File: src/hw/rtl/pcc_pkg.sv
// shared widths, sum record type and count saturation for the correlation block
package pcc_pkg;

  // set size and count range
  localparam int MAX_PAIRS  = 256;
  localparam int COUNT_BITS = 10;
  localparam int COUNT_MAX  = (1 << COUNT_BITS) - 1;

  // port field widths
  localparam int IN_W       = 10;
  localparam int IN_DATA_W  = 24;
  localparam int OUT_W      = 16;

  // accumulator widths
  localparam int LOG_PAIRS  = $clog2(MAX_PAIRS);
  localparam int N_W        = $clog2(MAX_PAIRS + 1);
  localparam int S_W        = COUNT_BITS + LOG_PAIRS;
  localparam int Q_W        = 2 * COUNT_BITS + LOG_PAIRS;

  // back end widths: variances and numerator, split halves, shared multiplier
  localparam int V_W        = 2 * S_W;
  localparam int HALF_W     = (V_W + 1) / 2;
  localparam int MUL_W      = (Q_W > HALF_W) ? Q_W : HALF_W;
  localparam int PP_W       = 2 * MUL_W;
  localparam int P_W        = 2 * V_W;

  // result fraction bits, quotient width and residue width
  localparam int QF         = 14;
  localparam int ONE_Q      = 1 << QF;
  localparam int K_W        = QF + 1;
  localparam int BIT_W      = $clog2(K_W + 1);
  localparam int TSH        = 2 * K_W;
  localparam int E_W        = P_W + 2 * (QF + 2) + 2;

  // queue between front and back
  localparam int QUEUE_DEPTH = 2;
  localparam int QPTR_W      = $clog2(QUEUE_DEPTH);

  // running sums of one set
  typedef struct packed {
    logic [N_W-1:0] n;
    logic [S_W-1:0] sa;
    logic [S_W-1:0] sb;
    logic [Q_W-1:0] sab;
    logic [Q_W-1:0] saa;
    logic [Q_W-1:0] sbb;
  } pcc_sums_t;

  // clamp an incoming count to the count range
  function automatic logic [COUNT_BITS-1:0] sat_count(input logic [IN_W-1:0] v);
    if (32'(v) > 32'(COUNT_MAX)) begin
      sat_count = COUNT_BITS'(COUNT_MAX);
    end else begin
      sat_count = COUNT_BITS'(v);
    end
  endfunction

endpackage

File: src/hw/rtl/pcc_fifo.sv
// two-entry queue of finished sum sets between front and back
module pcc_fifo import pcc_pkg::*; (
  input  logic      clk,
  input  logic      rst_n,
  input  logic      push,
  input  pcc_sums_t push_data,
  output logic      full,
  input  logic      pop,
  output logic      valid,
  output pcc_sums_t data
);

  pcc_sums_t         mem_r [QUEUE_DEPTH];
  logic [QPTR_W-1:0] wr_ptr_r, rd_ptr_r;
  logic [QPTR_W:0]   fill_r;

  assign full  = fill_r == (QPTR_W + 1)'(QUEUE_DEPTH);
  assign valid = fill_r != '0;
  assign data  = mem_r[rd_ptr_r];

  // entry storage
  always_ff @(posedge clk) begin
    if (push) begin
      mem_r[wr_ptr_r] <= push_data;
    end
  end

  // pointers wrap at the depth
  always_ff @(posedge clk) begin
    if (!rst_n) begin
      wr_ptr_r <= '0;
      rd_ptr_r <= '0;
      fill_r   <= '0;
    end else begin
      if (push) begin
        wr_ptr_r <= wr_ptr_r + QPTR_W'(1);
      end
      if (pop) begin
        rd_ptr_r <= rd_ptr_r + QPTR_W'(1);
      end
      if (push && !pop) begin
        fill_r <= fill_r + (QPTR_W + 1)'(1);
      end else if (pop && !push) begin
        fill_r <= fill_r - (QPTR_W + 1)'(1);
      end
    end
  end

endmodule

File: config.mk
export PLATFORM = sky130hd
export DESIGN_NAME = pcc_fifo
export DESIGN_NICKNAME = d
export VERILOG_FILES = /design/src/hw/rtl/pcc_pkg.sv /design/src/hw/rtl/pcc_fifo.sv
export SDC_FILE = /design/constraint.sdc
export NUM_CORES = 1
export LEC_CHECK = 0
export ABC_AREA = 1
export CAP_MARGIN = 20
export CORE_MARGIN = 4
export CORE_UTILIZATION = 60
export DETAILED_ROUTE_END_ITERATION = 8
export DONT_BUFFER_PORTS = 1
export PLACE_DENSITY_LB_ADDON = 0.15
export SLEW_MARGIN = 0
export SYNTH_ARGS = -nofsm -noshare
export SYNTH_HDL_FRONTEND = slang
export SYNTH_SLANG_ARGS = --single-unit
File: constraint.sdc
create_clock -name clk -period 11.8 [get_ports clk]
set_input_delay 1.18 -clock clk [delete_from_list [all_inputs] [get_ports clk]]
set_output_delay 1.18 -clock clk [all_outputs]
set_load 0.02 [all_outputs]
==> metrics.txt <==
Initial Util=between 60% and 70%; Hold Startpoint=rd_ptr_r; area share of the leading cell type in the synthesized netlist=80.9%; port buffer count=0; Hold Path Depth=2; post-layout min period=between 3 and 4 ns; post-synth top area cell=edfxtp_1; Yosys cell types=13; Post-Route Utilization=between 60% and 70%; via/cell ratio=5.79; Final Hold Vio Count=0; max-slew violations=0; R2R setup slack=between 9 and 10 ns; Vias=just under 4000; Critical Path AT=between 2 and 3 ns; CP startpoint kind=flip-flop; clock sinks=roughly 260; Internal Dissipation=1.61 mW; Total GRT Usage=a little under a fifth; Seq/Total Area, Yosys=about four fifths; grt total ovfl=0; clock buffer depth=3; sw power=~0.44 mW; Post-Syn Area=0.00958 mm²; Resized Gates After CTS=0; area grow syn2layout=10.4%; Horiz. Die Dim=about 130 µm; Slew @ Worst Pin=~1 ns; final worst-path cycle share=around a third; critical path required time=approximately 11 ns; Yosys reg bits=roughly 260; largest net degree at the start of global routing=just under 80; switching part of the total power=approximately a fifth; reg2reg start=wr_ptr_r; Final Net Count=approximately 590; CTS tree=built; ANT cells=0; element type at the critical path end=output pin; post-CTS setup-driven buffer insertion count=0; CTS Hold Bufs=0; fraction of layout instances using a drive strength above 1=35.9%; gp weighted congestion=0.755; Clock Power Share=between 30% and 40%; DRC viols=0; Max VDD drop=around 0.00016 V; number of global-route vias before repair=around 4300; Rows=45; Root Buffer=clkbuf_16; worst hold path type=reg -> reg; Avg WL per Cell=between 20 and 25 µm; cts bufs inserted=26; combinational share of power=about 7.3%; Max Cap Viol=0; first-pass GRT wire length=approximately 25000 µm; syn_area_per_cell=between 20 and 25 µm²; Clock Latency Late Sink=approximately 0.52 ns; synthesis warning total=0; sequential power share=between 50% and 60%; antenna violations before repair=1; RSZ-0062 raised after global routing=false; Die ar.=around 0.018 mm²; post-DP HPWL=approximately 11000 µm; leading post-synthesis cells by cell area=edfxtp_1 (81%), mux2_2 (15%), buf_6 (1.5%), dfxtp_1 (1.0%), nand2_1 (0.35%); final number of setup-violating endpoints=0; Slew HR=32.0%; status=finished clean; Final Non-Filler Cells=roughly 680; leak pwr=~3.5 nW; Fin Setup TNS=0 ns; syn nets=570; post-route ant nets=0; reg-to-reg critical path endpoint=mem_r[1][51]; critical path class=reg -> out; Die H=roughly 130 µm; power per cell area=about 190 mW/mm²; # IOs=between 200 and 300; Worst R2R Path Depth=3; drt pass-1 iters=4; Post-Place Cells=637; Post-Synthesis Cells=~440; clk slew on worst S/H paths=about 0.060 ns; achievable frequency=roughly 260 MHz; DRT Wirelength=approximately 17000 µm; htree depth=1; core area=~0.015 mm²; CP Max Fanout=67; 1st-iter DRT viols=250; Setup Skew=0.0176 ns
[final cells by class]
cell class | instances | area, µm²
clock buffers | 35 | 706
flip-flops and latches | 263 | 7850
repair buffers | 4 | 30.0
multi-input cells | 151 | 1560
fillers | 1002 | 4850
well taps | 211 | 264
clock inverters | 12 | 135
inverters | 8 | 32.5
[state kept, by name, indices dropped and copies added, names as in the netlist, named ones only]
register and flops:
fill_r 2, mem_r 258, rd_ptr_r 1, wr_ptr_r 1
[metal layers]
metal	global-route usage (%)	vias to the layer above	share of wire [%]
met4	6.67	2	2.9
met3	11.1	38	15
li1	-	1750	-
met1	17.7	1959	31
met2	31.0	211	50
met5	0	-	0.042
[critical path, cell delays in order, from the launching register on]
cell and delay, ns:
dfxtp_4 0.87, buf_4 0.80, mux2_2 0.49
[how the worst max path moves through the flow]
stage | cells after the start | from | slack (ns) | endpoint
floorplan | 2 | push | 4.56 | mem_r[0][0]
global placement | 2 | flip-flop | 8.42 | data[112]
detailed placement | 2 | flip-flop | 8.37 | data[112]
CTS | 2 | flip-flop | 7.81 | data[24]
global route | 2 | flip-flop | 7.73 | data[24]
finish | 2 | flip-flop | 7.92 | data[24]
[placed cells by master (no fill, tap or decap)]
cell type | netlist | layout
a21oi_1 | 1 | 1
buf_4 | 0 | 4
bufinv_16 | 0 | 3
clkbuf_1 | 0 | 8
clkbuf_16 | 0 | 27
clkinv_1 | 0 | 5
clkinv_2 | 0 | 2
clkinv_4 | 0 | 1
clkinvlp_4 | 0 | 1
dfxtp_1 | 5 | 4
dfxtp_4 | 0 | 1
edfxtp_1 | 258 | 258
ha_1 | 1 | 1
inv_1 | 8 | 7
inv_4 | 0 | 1
mux2_2 | 129 | 129
nand2_1 | 9 | 9
nand3_1 | 1 | 1
nand4_1 | 1 | 1
nor2_1 | 8 | 7
nor2_4 | 0 | 1
o21ai_0 | 1 | 1
[stage by stage]
step	power [mW]	hold WS, ns	setup slack [ns]	cell area [µm²]
2_1_floorplan	1.26	0.463	4.56	9580
5_1_grt	2.12	0.537	7.73	10600
3_5_place_dp	1.27	0.509	8.37	9740
6_report	2.05	0.501	7.92	10600
3_3_place_gp	1.27	0.477	8.42	9740
4_1_cts	2.07	0.509	7.81	10600
[cells in the mapped netlist]
cell      number
a21oi_1        1
buf_2          1
buf_6         13
dfxtp_1        5
edfxtp_1     258
ha_1           1
inv_1          8
mux2_2       129
nand2_1        9
nand3_1        1
nand4_1        1
nor2_1         8
o21ai_0        1
[power by group through the flow]
stage | clock (mW) | sequential (mW) | combinational (mW)
after floorplan | 0 | 1.12 | 0.139
after global placement | 0 | 1.12 | 0.150
after global routing | 0.857 | 1.10 | 0.158
after CTS | 0.814 | 1.10 | 0.152
after detailed placement | 0 | 1.12 | 0.152
final | 0.797 | 1.10 | 0.149
[cell families (layout without fill, tap and decap cells)]
logic type               after synthesis  count (layout)  synth area share, %
flip-flops                           263             263                 81.9
AO/OA/AOI/OAI                          2               2                0.104
AND/OR/NAND/NOR                       19              19                0.784
buffers and inverters                 22              59                 1.89
multiplexers                         129             129                 15.2
adder cells (fa/ha/maj)                1               1                0.131
No activity file was read; power rests on OpenSTA's default activity.
