**src/hw/rtl/pcc_pkg.sv**
```systemverilog
// shared widths, sum record type and count saturation for the correlation block
package pcc_pkg;

  // set size and count range
  localparam int MAX_PAIRS  = 256;
  localparam int COUNT_BITS = 10;
  localparam int COUNT_MAX  = (1 << COUNT_BITS) - 1;

  // port field widths
  localparam int IN_W       = 10;
  localparam int IN_DATA_W  = 24;
  localparam int OUT_W      = 16;

  // accumulator widths
  localparam int LOG_PAIRS  = $clog2(MAX_PAIRS);
  localparam int N_W        = $clog2(MAX_PAIRS + 1);
  localparam int S_W        = COUNT_BITS + LOG_PAIRS;
  localparam int Q_W        = 2 * COUNT_BITS + LOG_PAIRS;

  // back end widths: variances and numerator, split halves, shared multiplier
  localparam int V_W        = 2 * S_W;
  localparam int HALF_W     = (V_W + 1) / 2;
  localparam int MUL_W      = (Q_W > HALF_W) ? Q_W : HALF_W;
  localparam int PP_W       = 2 * MUL_W;
  localparam int P_W        = 2 * V_W;

  // result fraction bits, quotient width and residue width
  localparam int QF         = 14;
  localparam int ONE_Q      = 1 << QF;
  localparam int K_W        = QF + 1;
  localparam int BIT_W      = $clog2(K_W + 1);
  localparam int TSH        = 2 * K_W;
  localparam int E_W        = P_W + 2 * (QF + 2) + 2;

  // queue between front and back
  localparam int QUEUE_DEPTH = 2;
  localparam int QPTR_W      = $clog2(QUEUE_DEPTH);

  // running sums of one set
  typedef struct packed {
    logic [N_W-1:0] n;
    logic [S_W-1:0] sa;
    logic [S_W-1:0] sb;
    logic [Q_W-1:0] sab;
    logic [Q_W-1:0] saa;
    logic [Q_W-1:0] sbb;
  } pcc_sums_t;

  // clamp an incoming count to the count range
  function automatic logic [COUNT_BITS-1:0] sat_count(input logic [IN_W-1:0] v);
    if (32'(v) > 32'(COUNT_MAX)) begin
      sat_count = COUNT_BITS'(COUNT_MAX);
    end else begin
      sat_count = COUNT_BITS'(v);
    end
  endfunction

endpackage

```
**src/hw/rtl/pcc_front.sv**
```systemverilog
// front end: takes count pairs, keeps the running sums and hands a finished set to the queue
module pcc_front import pcc_pkg::*; (
  input  logic            clk,
  input  logic            rst_n,
  input  logic            in_valid,
  output logic            in_ready,
  input  logic [IN_W-1:0] count_a,
  input  logic [IN_W-1:0] count_b,
  input  logic            last_pair,
  output logic            push,
  output pcc_sums_t       push_sums,
  input  logic            q_full
);

  logic [COUNT_BITS-1:0]   a_sat, b_sat;
  logic [2*COUNT_BITS-1:0] prod_ab, prod_aa, prod_bb;
  logic                    xfer;
  logic                    room;
  pcc_sums_t               sums_r, sums_nxt, sums_upd;

  // a transfer is taken whenever the queue can hold a finished set
  assign in_ready = !q_full;
  assign xfer     = in_valid && in_ready;

  // saturated counts and their products
  assign a_sat   = sat_count(count_a);
  assign b_sat   = sat_count(count_b);
  assign prod_ab = a_sat * b_sat;
  assign prod_aa = a_sat * a_sat;
  assign prod_bb = b_sat * b_sat;

  // pairs past the set limit are dropped
  assign room = sums_r.n < N_W'(MAX_PAIRS);

  // sums with the current pair added
  always_comb begin
    sums_upd = sums_r;
    if (room) begin
      sums_upd.n   = sums_r.n + N_W'(1);
      sums_upd.sa  = sums_r.sa + S_W'(a_sat);
      sums_upd.sb  = sums_r.sb + S_W'(b_sat);
      sums_upd.sab = sums_r.sab + Q_W'(prod_ab);
      sums_upd.saa = sums_r.saa + Q_W'(prod_aa);
      sums_upd.sbb = sums_r.sbb + Q_W'(prod_bb);
    end
  end

  // the last pair closes the set and clears the sums
  always_comb begin
    sums_nxt = sums_r;
    if (xfer) begin
      sums_nxt = last_pair ? '0 : sums_upd;
    end
  end

  assign push      = xfer && last_pair;
  assign push_sums = sums_upd;

  // sum registers
  always_ff @(posedge clk) begin
    if (!rst_n) begin
      sums_r <= '0;
    end else begin
      sums_r <= sums_nxt;
    end
  end

`ifndef SYNTHESIS
  a_count_bound: assert property (@(posedge clk) disable iff (!rst_n)
    sums_r.n <= N_W'(MAX_PAIRS))
    else $error("pair count beyond set limit");
`endif

endmodule

```
**config.mk**
```make
export PLATFORM = sky130hd
export DESIGN_NAME = pcc_front
export DESIGN_NICKNAME = d
export VERILOG_FILES = /design/src/hw/rtl/pcc_pkg.sv /design/src/hw/rtl/pcc_front.sv
export SDC_FILE = /design/constraint.sdc
export NUM_CORES = 1
export LEC_CHECK = 0
export BUFFER_PORTS_ARGS = -buffer_cell sky130_fd_sc_hd__buf_2
export CAP_MARGIN = 40
export CORE_ASPECT_RATIO = 2
export CORE_MARGIN = 2
export CORE_UTILIZATION = 50
export CTS_CLUSTER_SIZE = 28
export DETAILED_ROUTE_END_ITERATION = 12
export GPL_TIMING_DRIVEN = 0
export PLACE_DENSITY = 0.69
export SLEW_MARGIN = 10
export SYNTH_ARGS = -nofsm -noshare
export SYNTH_HDL_FRONTEND = slang
export SYNTH_SLANG_ARGS = --single-unit
```
**constraint.sdc**
```tcl
create_clock -name clk -period 8 [get_ports clk]
set_input_delay 1.2 -clock clk [delete_from_list [all_inputs] [get_ports clk]]
set_output_delay 1.2 -clock clk [all_outputs]
set_load 0.01 [all_outputs]
```
==> results.json, run 1 <==
{
  "nNetsFinal": 2853,
  "final_max_slew_viol_count": 0,
  "p_sw_frac": 0.535,
  "antenna_cells": 0,
  "finalSetupTns_ns": 0,
  "antenna_found_initial": 3,
  "cts_sinks": 129,
  "drt-initial-drc-count": 1117,
  "rsz0062_at_grt": "true",
  "critPathMaxFanout": 10,
  "status": "completed",
  "total_power_mw": 7.73,
  "ir_worst_vdd_mv": 0.396,
  "ys_warn_count": 0,
  "synth.top_cell.area_share": 0.238,
  "ioPinCount": 156,
  "largestRegisters": "sums_r: 129 flops",
  "clkPwrFrac": 0.115,
  "nFillCells": 3322,
  "synthCells": 2239,
  "clk_pin_slew_ns": 0.07,
  "wirelength_um": 58400,
  "intPower_mw": 3.60,
  "finalCritPeriodShare": 0.980,
  "synth-edff-count": 0,
  "largest_reg_flops": 129,
  "dieArea_sq_mm": 0.0380,
  "r2r_setup_slack_ns": 3.47,
  "timing.fmax_mhz": 128,
  "vias_per_cell": 5.76,
  "pre_cts_slack_ns": -1.01,
  "maxSlewHeadroom": 0.349,
  "grt_pass1_vias": 17300,
  "place.gp.congestion": 0.948,
  "power_frac_seq": 0.103,
  "postRouteAntennaNets": 0,
  "areaGrowthSynthToFinish_pct": 12.6,
  "rows": 98,
  "top_register": "sums_r",
  "wl_per_cell_um": 20.3,
  "worstPathArrival_ns": 6.64,
  "worst-setup-path-type": "primary input to primary output",
  "die_h_um": 274,
  "fp.coreArea_sq_mm": 0.0358,
  "synth_flop_cell": "dfxtp_1",
  "regArea_sq_mm": 0.00258,
  "netlist_area_sq_mm": 0.0182,
  "route.detailed.drc": 0,
  "finalHoldViolations": 0,
  "vias": 16600,
  "p_sw_mw": 4.13,
  "cts_max_level": 4,
  "layout-drive-gt1-share": 0.117,
  "crit_path_end_kind": "primary output",
  "start_kind": "primary input",
  "clock_skew_ns": 0.0113,
  "ys_ff_latch": 129,
  "port-buffer-count": 155,
  "cts_inserted_buffers": 17,
  "worstPathRequired_ns": 6.80,
  "clk_path_buf_depth": 2,
  "ys_top_cells_by_count": "362 x inv_1, 246 x nand2_1, 216 x fa_1, 193 x ha_1, 166 x o21ai_0",
  "synth_top_cell_by_area": "fa_1",
  "firstDrtPassIters": 6,
  "min_path_type": "register to register",
  "period_minus_slack_ns": 7.84,
  "multi_input_area_sq_mm": 0.0139,
  "start_util": 0.508,
  "synth.area.top_cells": "fa_1 24%, dfxtp_1 14%, ha_1 13%, inv_1 7.5%, nand2_1 5.1%",
  "grt_start_max_net_pins": 17,
  "leakagePower_nw": 10.1,
  "setup_slack_ns": 0.162,
  "dp_hpwl_um": 47200,
  "synth.yosys.seq_area_share": 0.142,
  "grt_pass1_wl_um": 91100,
  "synthArstFlopShare": 0,
  "syn_nets": 2673,
  "synth.most_common_cell": "inv_1",
  "die-width_um": 139,
  "cap_viol_max_count": 0,
  "setup_viol": 0,
  "cts_tree": "yes",
  "worst_slew_pin_slew_ns": 0.977,
  "grt-ovfl-total": 0,
  "grt_usage": 0.311,
  "synth.avg_cell_area_sq_um": 8.12,
  "ys_types": 58,
  "powerDensity_mw_per_mm2": 378,
  "clock_latency_ns": 0.47,
  "cts-root-buf": "clkbuf_16",
  "p_comb_frac": 0.782
}
[metrics by stage]
stage	hold slack [ns]	std cells	utilization	area (sq um)
3_5_place_dp	0.477	2849	0.547	19600
4_1_cts	0.492	2883	0.568	20300
3_3_place_gp	0.461	2844	0.545	19500
2_1_floorplan	0.447	2239	-	18200
5_1_grt	0.508	2882	0.572	20500
6_report	0.492	2882	0.572	20500
[layer usage]
layer / wire length [um] / part of all wire / vias to the layer above / GRT usage
met5: 32 / 0.00055 / - / 0
met4: 5950 / 0.10 / 6 / 0.274
li1: - / - / 7637 / -
met2: 29500 / 0.51 / 717 / 0.556
met1: 19000 / 0.33 / 7968 / 0.308
met3: 3890 / 0.067 / 259 / 0.0528
[power groups by stage]
stage	Sequential (mW)	Clock [mW]	Combinational, mW
detailed placement	0.813	0	5.78
CTS	0.799	0.899	5.90
global placement	0.809	0	5.68
finish	0.800	0.886	6.04
floorplan	0.782	0	3.95
global route	0.809	0.920	6.72
[timing repair]
item                                    in CTS  in global routing
pin swaps                                    4                  4
resized for setup                           40                 73
setup buffers                                5                  2
hold buffers                                 0                  0
endpoints found under the setup margin      49                 35
[path summary, 6_finish.rpt]
path         cells past startpoint       endpoint       start
max                             22  push_sums[46]  count_a[1]
min                              2     sums_r[16]  sums_r[16]
max reg2reg                     15     sums_r[55]  sums_r[36]
min reg2reg                      2     sums_r[16]  sums_r[16]
[kinds of logic after synthesis]
kind of cell / synth area share
AOI/OAI and AO/OA: 0.152
xor gates and xnor gates: 0.0559
adders and majority gates: 0.371
buffers and inverters: 0.0974
DFF: 0.142
muxes: 0.0147
and+or+nand+nor: 0.168
[worst max-delay path, stage by stage]
cell       delay [ns]
buf_2            0.18
clkbuf_2         0.26
nand2_1          0.18
inv_1            0.07
fa_1             0.47
inv_1            0.05
fa_1             0.38
inv_1            0.09
fa_1             0.44
fa_1             0.57
fa_1             0.42
ha_1             0.36
a21o_1           0.19
a21o_1           0.20
o2111ai_2        0.25
a31oi_2          0.13
buf_4            0.17
o221a_2          0.28
nor2_1           0.13
xor2_1           0.23
o21ai_0          0.17
buf_2            0.21
[cell usage in the layout (no fill, tap or decap), types with 14 or more instances in the layout]
cell type,synthesis,final
or3_1,18,18
o21ai_0,166,162
a31oi_1,25,23
and2_1,110,110
inv_1,362,362
nor2_1,138,136
fa_1,216,216
nor2b_1,31,31
clkbuf_16,0,17
nand3_1,28,28
clkbuf_1,105,69
xnor2_1,70,70
mux2_2,21,21
a21o_1,30,30
a22oi_1,54,53
xor2_1,46,46
ha_1,193,190
a21oi_1,79,76
dfxtp_1,129,129
o21a_1,14,14
nand2_1,246,246
buf_2,0,156
[final cells by class]
type / instances / area share
clock buffers: 18 / 0.0214
plain buffers: 103 / 0.0241
multi-input cells: 1638 / 0.681
flip-flops and latches: 129 / 0.126
repair buffers: 167 / 0.0438
clock inverters: 14 / 0.00917
well taps: 450 / 0.0275
inverters: 363 / 0.0665
Note: power is estimated with default switching activity, not from simulation.
==> inputs of run 2 (changes only) <==
--- a/config.mk
+++ b/config.mk
@@ -9,11 +9,10 @@
 export CAP_MARGIN = 40
 export CORE_ASPECT_RATIO = 2
 export CORE_MARGIN = 2
-export CORE_UTILIZATION = 50
+export CORE_UTILIZATION = 45
 export CTS_CLUSTER_SIZE = 28
 export DETAILED_ROUTE_END_ITERATION = 12
 export GPL_TIMING_DRIVEN = 0
-export PLACE_DENSITY = 0.69
 export SLEW_MARGIN = 10
 export SYNTH_ARGS = -nofsm -noshare
 export SYNTH_HDL_FRONTEND = slang
==> run 2 against run 1 <==
Critical path depth shrank 2. Global-route usage shrank 1.8 points. Design area grew 0.92%. Total power grew 1.4%. Register-to-register slack lost 0.14 ns. Sequential share of layout area shrank 0.11 points. Sequential power grew 0.5%. Cell count grew 2.9%. Flip-flop and latch count is the same. Critical endpoint is now push_sums[79].
==> results.json, run 2 (synthesis results as in run 1) <==
{
  "status": "completed",
  "grt_usage": 0.293,
  "die-width_um": 146,
  "rsz0062_at_grt": "true",
  "rows": 104,
  "wl_per_cell_um": 20.5,
  "cts_max_level": 4,
  "leakagePower_nw": 10.1,
  "antenna_cells": 0,
  "mostFrequentLayoutCell": "inv_1",
  "finalSetupTns_ns": 0,
  "clk_pin_slew_ns": 0.06,
  "worst_path_most_repeated_cell": "fa_1",
  "critPathMaxFanout": 10,
  "firstDrtPassIters": 8,
  "top_register": "sums_r",
  "worst-setup-path-type": "primary input to primary output",
  "cts_tree": "yes",
  "vias": 16500,
  "worstPathRequired_ns": 6.80,
  "cp_top_family": "adder cells",
  "cts_inserted_buffers": 17,
  "grt_pass1_wl_um": 94300,
  "grt-ovfl-total": 0,
  "worst_slew_pin_slew_ns": 0.946,
  "ir_worst_vdd_mv": 0.245,
  "max_stage_delay_ns": 0.58,
  "grt_start_max_net_pins": 17,
  "clock_skew_ns": 0.0178,
  "cap_viol_max_count": 0,
  "start_kind": "primary input",
  "dp_hpwl_um": 50100,
  "clock_latency_ns": 0.47,
  "setup_viol": 0,
  "fp.coreArea_sq_mm": 0.0401,
  "die_h_um": 288,
  "port-buffer-count": 155,
  "dieArea_sq_mm": 0.0421,
  "antenna_found_initial": 1,
  "crit_slowest_cell": "fa_1",
  "drt-initial-drc-count": 868,
  "final_cell_mix": "361 x inv_1, 245 x nand2_1, 216 x fa_1, 188 x ha_1, 164 x o21ai_0",
  "period_minus_slack_ns": 7.83,
  "areaGrowthSynthToFinish_pct": 13.6,
  "place.gp.congestion": 0.972,
  "placed_area_sq_mm": 0.0197,
  "ioPinCount": 156,
  "start_util": 0.454,
  "clk_path_buf_depth": 2,
  "powerDensity_mw_per_mm2": 379,
  "wirelength_um": 60800,
  "nNetsFinal": 2857,
  "timing.fmax_mhz": 128,
  "cts-root-buf": "clkbuf_16",
  "route.detailed.drc": 0,
  "final_max_slew_viol_count": 0,
  "worstPathArrival_ns": 6.63,
  "postRouteAntennaNets": 0,
  "crit_path_end_kind": "primary output",
  "vias_per_cell": 5.56,
  "largest_reg_flops": 129,
  "cts_hold_buf": 0,
  "largestRegisters": "sums_r: 129 flops",
  "crit_chain": "buf_2 > clkbuf_4 > inv_1 > nor2_1 > fa_1 > fa_1 > fa_1 > fa_1 > inv_1 > fa_1 > inv_1 > ha_1 > a21o_1 > a21oi_1 > nor2b_1 > o21ai_0 > or4b_4 > nand3b_1 > xnor2_1 > buf_2",
  "finalCritPeriodShare": 0.979,
  "worst-path-buf-inv": 6,
  "min_path_type": "register to register",
  "layout-drive-gt1-share": 0.120,
  "finalHoldViolations": 0,
  "maxSlewHeadroom": 0.369,
  "final_cell_area_sq_mm": 0.0207,
  "grt_pass1_vias": 17100,
  "cts_sinks": 129
}
-- run 2: changes by cell type in the layout (fill, tap and decap cells not counted), sizes merged --
cell | previous run | this run
buf | 179 | 183
inv | 371 | 367
clkinvlp | 0 | 2
bufinv | 3 | 4
clkinv | 3 | 4
-- run 2: area by class of cell --
cell class	instances	area [sq um]
plain buffers	104	522
clock buffers	18	429
clock inverters	14	201
fillers	4039	19400
inverters	363	1370
multi-input cells	1638	14000
flip-flops and latches	129	2580
well taps	530	663
repair buffers	170	921
-- run 2: routing by layer --
layer	wire (um)	global-route usage	up-vias
met5	11	0	-
met4	4580	0.194	2
met3	3430	0.0507	181
met2	31900	0.547	565
met1	20900	0.299	8074
li1	-	-	7658
-- run 2: worst register-to-register path: stages, from the launching register on --
cell      delay, ns
dfxtp_1        0.35
inv_1          0.13
fa_1           0.56
inv_1          0.06
fa_1           0.54
inv_1          0.08
fa_1           0.49
inv_1          0.05
ha_1           0.34
a21o_1         0.28
a211oi_2       0.41
o21ai_0        0.17
buf_2          0.20
a31oi_1        0.21
nor3_2         0.08
or3b_2         0.48
a31oi_1        0.17
-- run 2: repair_timing --
item | in CTS | in global routing
hold endpoints to repair | 0 | 0
pin swaps | 6 | 3
setup buffers | 7 | 2
setup endpoints to repair | 54 | 38
resized for setup | 48 | 81
-- run 2: where the power goes --
group	leakage [nW]	internal [mW]	switching, mW
logic	8.78	2.39	3.75
clock network	0.308	0.527	0.366
registers	1.04	0.717	0.0869
-- run 2: per-stage QoR --
| step | total power, mW | hold WS [ns] | utilization | cells | worst slack [ns] |
|---|---|---|---|---|---|
| 5_1_grt | 8.60 | 0.505 | 0.516 | 2966 | -0.0634 |
| 3_5_place_dp | 6.74 | 0.470 | 0.491 | 2930 | -1.30 |
| 2_1_floorplan | 4.73 | 0.447 | - | 2239 | 0.315 |
| 6_report | 7.84 | 0.481 | 0.516 | 2966 | 0.172 |
| 3_3_place_gp | 6.64 | 0.462 | 0.490 | 2924 | -1.33 |
| 4_1_cts | 7.75 | 0.483 | 0.511 | 2966 | 0.00156 |
-- run 2: path summary, 6_finish.rpt --
check / startpoint / end / cells past startpoint / slack [ns]
max: count_a[7] / push_sums[79] / 20 / 0.17
max reg2reg: sums_r[36] / sums_r[55] / 16 / 3.33
min: sums_r[44] / sums_r[44] / 2 / 0.48
min reg2reg: sums_r[44] / sums_r[44] / 2 / 0.48
==> inputs of run 3 (changes only) <==
--- a/config.mk
+++ b/config.mk
@@ -13,6 +13,7 @@
 export CTS_CLUSTER_SIZE = 28
 export DETAILED_ROUTE_END_ITERATION = 12
 export GPL_TIMING_DRIVEN = 0
+export REMOVE_ABC_BUFFERS = 1
 export SLEW_MARGIN = 10
 export SYNTH_ARGS = -nofsm -noshare
 export SYNTH_HDL_FRONTEND = slang
==> constraint.sdc (replaced) <==
create_clock -name clk -period 8 [get_ports clk]
set_input_delay 0.8 -clock clk [delete_from_list [all_inputs] [get_ports clk]]
set_output_delay 0.8 -clock clk [all_outputs]
set_load 0.01 [all_outputs]
==> run 3 against run 2 <==
Design area decreased by 3.1%. Non-clock buffer count down 111. Global-route usage fell by 5.0 points. Register-to-register slack barely moved. Worst hold slack improved by 0.00099 ns. Worst setup slack better by 0.40 ns. Count of clock-buffer cells in the layout down 1. Critical endpoint is now push_sums[26]. Combinational power decreased by 7.5%. First-iteration DRC count fell by 32%. Sequential power down 1%. Via count shrank 5.8%. Flip-flop and latch count stayed put.
==> results.json, run 3 (synthesis results as in run 1) <==
{
  "status": "completed",
  "start_kind": "primary input",
  "clock_latency_ns": 0.46,
  "vias_per_cell": 5.44,
  "leakagePower_nw": 9.84,
  "timing.fmax_mhz": 135,
  "ir_worst_vdd_mv": 0.250,
  "grt_pass1_vias": 16600,
  "dp_hpwl_um": 36900,
  "worst_slew_pin_slew_ns": 0.866,
  "final_cell_mix": "362 x inv_1, 244 x nand2_1, 216 x fa_1, 193 x ha_1, 166 x o21ai_0",
  "antenna_found_initial": 0,
  "rows": 104,
  "finalHoldViolations": 0,
  "cts_inserted_buffers": 17,
  "post_cts_buffers": 0,
  "pre_cts_slack_ns": 0.279,
  "grt_usage": 0.244,
  "die_h_um": 288,
  "fp.coreArea_sq_mm": 0.0401,
  "postRouteAntennaNets": 0,
  "cts_hold_buf": 0,
  "setup_slack_ns": 0.574,
  "clock_skew_ns": 0.0116,
  "p_comb_frac": 0.777,
  "vias": 15500,
  "worst-setup-path-type": "primary input to primary output",
  "worstPathArrival_ns": 6.63,
  "crit_path_end_kind": "primary output",
  "start_util": 0.454,
  "finalCritPeriodShare": 0.928,
  "power_frac_seq": 0.108,
  "clk_pin_slew_ns": 0.07,
  "clk_path_buf_depth": 2,
  "final_max_slew_viol_count": 0,
  "cts_max_level": 4,
  "powerDensity_mw_per_mm2": 365,
  "die-width_um": 146,
  "largest_reg_flops": 129,
  "grt_start_max_net_pins": 75,
  "setup_viol": 0,
  "clkPwrFrac": 0.115,
  "drt-initial-drc-count": 591,
  "nNetsFinal": 2746,
  "dieArea_sq_mm": 0.0421,
  "cts-root-buf": "clkbuf_16",
  "rsz0062_at_grt": "false",
  "min_path_type": "register to register",
  "intPower_mw": 3.46,
  "p_sw_frac": 0.526,
  "worstPathRequired_ns": 7.20,
  "layout-drive-gt1-share": 0.102,
  "largestRegisters": "sums_r: 129 flops",
  "firstDrtPassIters": 5,
  "areaGrowthSynthToFinish_pct": 10.1,
  "cap_viol_max_count": 0,
  "cts_sinks": 129,
  "mostFrequentLayoutCell": "inv_1",
  "wirelength_um": 49200,
  "place.gp.congestion": 0.867,
  "p_sw_mw": 3.85,
  "antenna_cells": 0,
  "port-buffer-count": 155,
  "postLayoutCoreUtil": 0.500,
  "wl_per_cell_um": 17.2,
  "route.detailed.drc": 0,
  "period_minus_slack_ns": 7.43,
  "cts-resized-gates": 0,
  "grt_pass1_wl_um": 82400,
  "grt-ovfl-total": 0,
  "critPathMaxFanout": 18,
  "maxSlewHeadroom": 0.421,
  "cts_tree": "yes",
  "r2r_setup_slack_ns": 3.33,
  "top_register": "sums_r",
  "ioPinCount": 156
}
run 3: cell count changes in the layout (fill, tap and decap cells not counted), moves of 5 or more:
| cell | change |
|---|---|
| ha_1 | +5 |
| clkbuf_1 | -69 |
| buf_6 | -5 |
| buf_4 | -15 |
| buf_8 | -5 |
| clkbuf_4 | -10 |
| clkbuf_2 | -13 |
run 3: power by group through the flow:
stage,registers (mW),logic [mW],clock network (mW)
global route,0.804,6.42,0.884
global placement,0.806,5.59,0
detailed placement,0.808,5.68,0
floorplan,0.782,3.93,0
finish,0.792,5.68,0.840
CTS,0.794,5.73,0.865
run 3: cell type report:
cell class	count	area, sq um
clock buffers	17	425
clock inverters	15	174
fillers	4039	20100
inverters	363	1370
multi-input cells	1638	13900
flip-flops and latches	129	2590
well taps	530	663
repair buffers	163	953
run 3: metal layers:
layer / vias to the layer above / share of wire / track usage
met4: 0 / 0.034 / 0.0951
met1: 7705 / 0.39 / 0.265
li1: 7409 / - / -
met5: - / 0 / 0
met2: 327 / 0.54 / 0.473
met3: 91 / 0.038 / 0.0352
run 3: worst max-delay path, cell delays in order:
cell     delay (ns)
buf_2          0.38
inv_1          0.24
nor2_1         0.28
fa_1           0.50
fa_1           0.55
inv_1          0.05
fa_1           0.48
inv_1          0.05
fa_1           0.47
inv_1          0.05
fa_1           0.47
inv_1          0.04
ha_1           0.41
nand4_1        0.11
or2_2          0.29
nor2_1         0.10
a22oi_1        0.14
a31oi_1        0.54
nand3_1        0.20
xnor2_1        0.26
buf_2          0.18
run 3: path summary, 6_finish.rpt:
check | cells past startpoint | endpoint | from
worst max-delay path | 21 | push_sums[26] | count_b[5]
worst min-delay path | 2 | sums_r[46] | sums_r[46]
worst max register to register | 16 | sums_r[50] | sums_r[36]
worst min register to register | 2 | sums_r[46] | sums_r[46]
run 3: metrics by stage:
| stage | hold WS, ns | instance area [sq um] | power, mW | TNS, ns | instances |
|---|---|---|---|---|---|
| floorplan | 0.447 | 17800 | 4.71 | 0 | 2130 |
| global placement | 0.463 | 19200 | 6.40 | -59.42 | 2815 |
| detailed placement | 0.472 | 19400 | 6.49 | 0 | 2823 |
| CTS | 0.487 | 20000 | 7.39 | 0 | 2855 |
| global route | 0.515 | 20000 | 8.11 | 0 | 2855 |
| finish | 0.482 | 20000 | 7.31 | 0 | 2855 |
